$ cat src/design/tts_pkg.sv
package tts_pkg;

  localparam int LN_IDX_W = 4;
  localparam int LN_REM_W = 27;
  localparam int LN_TAB_W = 20;
  localparam int LN_W = 25;
  localparam int NORM_W = 32;
  localparam int K_W = 5;
  localparam int L2_W = 30;
  localparam int L3_W = 35;
  localparam int PB_W = 37;
  localparam int PC_W = 35;
  localparam int D_W = 37;
  localparam int KEL_W = 30;
  localparam int KNUM_HI_W = 34;
  localparam int TEMP_W = 7;
  localparam int DIGIT_W = 4;
  localparam int LIMIT_W = 8;
  localparam int OHMS_W = 16;
  localparam int WR_IDX_W = 2;

  localparam logic [WR_IDX_W-1:0] REG_CHANGE_LIMIT = 2'd0;
  localparam logic [WR_IDX_W-1:0] REG_SERIES_OHMS = 2'd1;

  localparam logic [LIMIT_W-1:0] LIMIT_RESET = 8'd10;
  localparam logic [OHMS_W-1:0] OHMS_RESET = 16'd10000;
  localparam logic [LIMIT_W-1:0] COUNT_MAX = 8'd255;
  localparam logic [TEMP_W-1:0] TEMP_MAX = 7'd99;

  localparam logic [19:0] LN2_Q20 = 20'd726817;
  localparam logic [33:0] COEF_A = 34'd11291480000;
  localparam logic [31:0] COEF_B = 32'd2341250000;
  localparam logic [19:0] COEF_C = 20'd876741;
  localparam logic [63:0] KELVIN_NUM = 64'd10000000000000 << 20;
  localparam logic [KNUM_HI_W-1:0] KNUM_HI = KELVIN_NUM[63:KEL_W];
  localparam logic [KEL_W-1:0] KNUM_LO = KELVIN_NUM[KEL_W-1:0];
  localparam logic [KEL_W-1:0] ZERO_C_Q20 = 30'd286418534;
  localparam logic [KEL_W-1:0] KEL_LOW_LIM = 30'd285369958;
  localparam logic [KEL_W-1:0] KEL_HIGH_LIM = 30'd391276134;

  typedef struct packed {
    logic avail;
    logic bad;
  } q_head_t;

  function automatic logic [LN_TAB_W-1:0] ln_tab(input logic [LN_IDX_W:0] i);
    case (i)
      5'd0: ln_tab = 20'd0;
      5'd1: ln_tab = 20'd63570;
      5'd2: ln_tab = 20'd123504;
      5'd3: ln_tab = 20'd180198;
      5'd4: ln_tab = 20'd233983;
      5'd5: ln_tab = 20'd285143;
      5'd6: ln_tab = 20'd333923;
      5'd7: ln_tab = 20'd380534;
      5'd8: ln_tab = 20'd425161;
      5'd9: ln_tab = 20'd467966;
      5'd10: ln_tab = 20'd509092;
      5'd11: ln_tab = 20'd548665;
      5'd12: ln_tab = 20'd586800;
      5'd13: ln_tab = 20'd623596;
      5'd14: ln_tab = 20'd659144;
      5'd15: ln_tab = 20'd693527;
      5'd16: ln_tab = 20'd726817;
      default: ln_tab = 20'd0;
    endcase
  endfunction

  function automatic logic [DIGIT_W-1:0] tens_of(input logic [TEMP_W-1:0] t);
    logic [17:0] p;
    p = 18'(t) * 18'd205;
    tens_of = p[14:11];
  endfunction

endpackage

$ cat src/design/tts_front.sv
module tts_front
  import tts_pkg::*;
#(
  parameter int ADC_BITS = 10
) (
  input  logic                clk,
  input  logic                rst,
  input  logic                in_valid,
  output logic                in_ready,
  input  logic [ADC_BITS-1:0] adc_sample,
  input  logic                pop,
  output q_head_t             head,
  output logic [ADC_BITS-1:0] head_sample
);

  logic [ADC_BITS-1:0] sample_q [2];
  logic                bad_q [2];
  logic                rd_ptr;
  logic                wr_ptr;
  logic [1:0]          count;
  logic                push;
  logic                take;

  assign in_ready    = (count != 2'd2);
  assign push        = in_valid && in_ready;
  assign take        = pop && (count != 2'd0);
  assign head.avail  = (count != 2'd0);
  assign head.bad    = bad_q[rd_ptr];
  assign head_sample = sample_q[rd_ptr];

  always_ff @(posedge clk) begin
    if (push) begin
      sample_q[wr_ptr] <= adc_sample;
      bad_q[wr_ptr]    <= (adc_sample == '0) || (adc_sample == '1);
    end
    if (rst) begin
      rd_ptr <= 1'b0;
      wr_ptr <= 1'b0;
      count  <= 2'd0;
    end else begin
      if (push) wr_ptr <= ~wr_ptr;
      if (take) rd_ptr <= ~rd_ptr;
      if (push && !take) count <= count + 2'd1;
      else if (take && !push) count <= count - 2'd1;
    end
  end

endmodule

$ cat config.mk
export PLATFORM = sky130hd
export DESIGN_NAME = tts_front
export DESIGN_NICKNAME = d
export VERILOG_FILES = /design/src/design/tts_pkg.sv /design/src/design/tts_front.sv
export SDC_FILE = /design/constraint.sdc
export NUM_CORES = 1
export LEC_CHECK = 0
export ABC_AREA = 1
export BUFFER_PORTS_ARGS = -buffer_cell sky130_fd_sc_hd__buf_4
export CAP_MARGIN = 20
export CORE_MARGIN = 1
export CORE_UTILIZATION = 55
export DETAILED_ROUTE_END_ITERATION = 6
export PLACE_DENSITY = 0.78
export RECOVER_POWER = 25
export SLEW_MARGIN = 40
export SYNTH_ARGS = -nofsm -noshare
export SYNTH_HDL_FRONTEND = slang
export SYNTH_SLANG_ARGS = --single-unit
$ cat constraint.sdc
create_clock -name clk -period 2.6 [get_ports clk]
set_clock_uncertainty 0.2 [all_clocks]
set_input_delay 0.13 -clock clk [delete_from_list [all_inputs] [get_ports clk]]
set_output_delay 0.13 -clock clk [all_outputs]
set_load 0.02 [all_outputs]
* After elaboration in Yosys (flattened, before gate mapping)
Memory sizes are Yosys's and may differ from the RTL's. A register that Yosys moved wholly into a read port is not among the register bits.
Cells that the tools add are included.
** Word-level totals
- Flip-flop bits (word level) :: 4
- RAM bits :: 22
- Bits of input ports :: 14
- Output and inout bits :: 13
- Word-level logic and storage cells :: 29
- Memories kept :: 2
** Memories
- sample_q :: words 2, bits a word 10, rd ports 1, clocked after Yosys merged registers in 1, wr ports 1, line tts_front.sv:16 : logic [ADC_BITS-1:0] sample_q [2];
- bad_q :: words 2, bits a word 1, rd ports 1, clocked after Yosys merged registers in 1, wr ports 1, line tts_front.sv:17 : logic bad_q [2];
** Cells by class
- Add/subtract/negate cells :: 2
- Equality and inequality tests :: 2
- Multiplexer cells :: 8
- Bitwise logic cells :: 2
- Reductions and logical operators :: 10
** Operators by type and width (count)
- $eq 10x10->1 const B :: 1
- $logic_not 10->1 :: 1
- $mux 1 :: 6
- $logic_and 1x1->1 :: 4
- $mux 2 :: 2
- $reduce_bool 2->1 :: 2
- $add 2x1->2 const B :: 1
- $logic_not 1->1 :: 2
- $ne 2x2->1 const B :: 1
- $not 1->1 :: 2
- $sub 2x1->2 const B :: 1
- $logic_or 1x1->1 :: 1

* Logic depth before layout (Yosys ltp)
- Depth in word-level cells :: 6
- Gate-level depth with buffers :: 11
- Gate-level depth less buffers :: 11

* Worst setup path after synthesis
OpenSTA, ideal clock, no wires.
- Path kind :: reg-to-reg
- Start :: reg count[0]
- End :: mem bad_q[1] (enable)
- Setup time :: 0.378 ns
- Data arrival time :: 1.114 ns
- Data required time :: 2.022 ns
- Path slack :: 0.908 ns
- Stages on the path, launching flop included :: 5
- Path buffers :: 0
- Period minus slack after synthesis :: 1.692 ns
- Path through :: dfxtp_1 inv_2 nand2_2 nand2_4 nor2_1
** On the way
- Word-level cells in the longest chain between the ends :: 4
** RTL lines
- from (decl) :: line tts_front.sv:20 : logic [1:0] count;
- from (signal assigned) :: line tts_front.sv:43 : if (push && !take) count <= count + 2'd1;
- from (signal assigned) :: line tts_front.sv:44 : else if (take && !push) count <= count - 2'd1;
- $ne 2x2->1 :: line tts_front.sv:24 : assign in_ready = (count != 2'd2);
- via in_ready :: line tts_front.sv:9 : output logic in_ready,
- $logic_and 1x1->1 :: line tts_front.sv:25 : assign push = in_valid && in_ready;
- $mux 1 :: line tts_front.sv:32 : if (push) begin
- $mux 1 (implied by the code) :: line tts_front.sv:34 : bad_q[wr_ptr] <= (adc_sample == '0) || (adc_sample == '1);
- to (decl) :: line tts_front.sv:17
The timed path passes the listed nets, and every way through them passes these cells.

==> flow_summary.toml <==
[outcome]
status = "complete, no violations"

[grt]
grt.total_usage = 0.195
grt_pass1_wl_um = 2880
antenna_found_initial = 0
grt_pass1_vias = 694
gr-total-overflow = 0
grt_max_degree = 15

[drt]
vias = 783
wl_per_cell_um = 12.5
drt_iter0_drc = 12
route.met3.wl_um = 68
wl_met1_um = 780
firstDrtPassIters = 4
top_layer = "met4"
vias_per_cell = 4.89
drc = 0
drtAntennaViolNets = 0
wl_um = 1990
met2_length_um = 1130

[logic_synthesis]
ys_seq_area_frac = 0.672
synth_top_cell_area_share = 0.583
async_reset_ff_frac = 0
synthCells = 89
ys.flop_type = "edfxtp_1"
avgSynthCellArea_um2 = 12.7
ys_seq_elements = 27
netlist-cell-type-count = 21
synth-edff-count = 22
yosysTopAreaCell = "edfxtp_1"
yosys_warnings = 0
synth_nets = 104
synth_area_leaders = "edfxtp_1 (58%), mux2_2 (9.0%), dfxtp_1 (8.8%)"
synth_area_um2 = 1130

[setup_path]
cp_top_family = "flip-flops"
critPathRequiredTime_ns = 2.27
crit_cells = 2
reg2reg_slack_ns = 1.00
start_kind = "register"
r2r_start = "count[1]$_SDFFE_PP0P_"
timing.critical_path.buf_inv = 1
ff2ff_path_depth = 9
arrival_ns = 1.55
slowest_stage = "dfxtp_1"
critPathMaxStageDelay_ns = 0.68
worstPathMaxFanout = 11
crit_path_end_kind = "output port"
reg2reg_to = "count[1]$_SDFFE_PP0P_"
path_class = "register to output port"
crit_path_cell_trace = "mux2_2 -> buf_4"

[job]
cap_violations = 0

[min_path]
holdPathStages = 1
hp-class = "register to register"
hold-path-endpoint = "count[0]$_SDFFE_PP0P_"
hold_start = "count[0]$_SDFFE_PP0P_"

[clocking]
clockRootBuffer = "clkbuf_4"
cts_tree = "yes"
htreeDepth = 1
clock_latency_ns = 0.30
cts_resized = 0
cts.path.max_buffers = 2
cts_made_buffers = 3
cts_sinks = 27
clkTransAtPathRegs_ns = 0.12

[timing]
fmax_ghz = 0.531
slew_violations = 0
rsz0062_at_grt = "no"
worst_pin_slew_ns = 0.532
fin_crit_ns = 1.88
timing_hold_violations_final = 0
setup_violations = 0
period_share = 0.724
fin_tns_setup_ns = 0
slew-limit-headroom = 0.645

[floorplanning]
dieHeight_um = 47.4
dieArea_um2 = 2240
die_x_um = 47.4
rows = 16
initial_utilization = 0.583
num_io_pins = 27
core-area_um2 = 1940

[placement]
dp_hpwl_um = 1410
gp_congestion = 0.645
dpl.cell_count = 143
numPortBuffers = 26

[power_and_ir_drop]
peakVddDrop_mv = 0.677
p_per_area_nw_per_um2 = 819
p_leak_nw = 0.610

[cells_and_area]
final_cells = 160
layout-drive-gt1-share = 0.293
layout_commonest_cell = "edfxtp_1"
area_growth_pct = 32.0
layout_common_cells = "edfxtp_1 (22), buf_4 (20), nand2_1 (13), dlygate4sd3_1 (13), inv_1 (10)"
nets = 149
n_antenna_cell = 0
n_fill_cell = 141
-- layout make-up --
type                    instances  area (um^2)  share of cell area
inverters                      12         46.3              0.0310
multi-input cells              49          314               0.210
repair buffers                 41          314               0.210
well taps                      27         33.8              0.0226
flip-flops and latches         27          761               0.509
clock buffers                   4         26.3              0.0176
-- metrics by stage --
| step | instance area (um^2) | hold slack [ns] | utilization | power (mW) | setup WS, ns |
|---|---|---|---|---|---|
| floorplan | 1130 | 0.0289 | - | 0.891 | 0.908 |
| global placement | 1370 | 0.126 | 0.703 | 1.03 | 1.08 |
| detailed placement | 1370 | 0.127 | 0.703 | 1.06 | 1.04 |
| CTS | 1520 | 0.320 | 0.784 | 1.24 | 0.691 |
| global route | 1500 | 0.350 | 0.770 | 1.29 | 0.656 |
| finish | 1500 | 0.316 | 0.770 | 1.22 | 0.718 |
-- worst max-delay path by stage --
stage	startpoint	to	slack, ns
6_report	register	head_sample[9]	0.72
5_1_grt	register	head_sample[9]	0.66
4_1_cts	register	head_sample[9]	0.69
3_5_place_dp	count[0]$_SDFFE_PP0P_	count[1]$_SDFFE_PP0P_	1.04
3_3_place_gp	register	head_sample[3]	1.08
2_1_floorplan	count[0]$_SDFFE_PP0P_	bad_q[1]$_DFFE_PP_	0.91
-- power breakdown --
part	internal (mW)	leakage, nW	switching (mW)
logic	0.208	0.348	0.253
registers	0.549	0.247	0.0495
clock network	0.0598	0.0150	0.105
total	0.817	0.610	0.408
-- sequential cells by signal, summed over array words and instances (netlist names), named ones only --
| register | cells |
|---|---|
| count | 2 |
| sample_q | 20 |
| bad_q | 2 |
| rd_ptr | 1 |
| wr_ptr | 1 |
-- synthesized netlist by cell type (2+ instances only) --
library cell   n
inv_1         10
mux2_4         2
nor2_1         9
mux2_2         9
a21oi_1        2
nand3_1        3
nand2_1       13
nor3_1         3
edfxtp_1      22
dfxtp_1        5
-- cell families (layout without fill, tap and decap cells) --
group / Yosys count / after routing / synth area share
AO/OA/AOI/OAI: 4 / 4 / 0.0177
flip-flops: 27 / 27 / 0.672
AND/OR/NAND/NOR: 33 / 33 / 0.133
multiplexers: 11 / 11 / 0.116
buffers and inverters: 13 / 57 / 0.0508
adder cells (fa/ha/maj): 1 / 1 / 0.0110
-- routing by layer --
layer	GRT usage	up-vias
met1	0.218	367
met2	0.367	21
li1	-	393
met3	0.0346	2
met5	0	-
met4	0.0686	0
-- what timing repair did --
item,CTS,global route
hold buffers,13,0
setup endpoints to repair,0,0
setup buffers,0,0
endpoints found under the hold margin,25,0
Power figures use the tool's default switching activity.
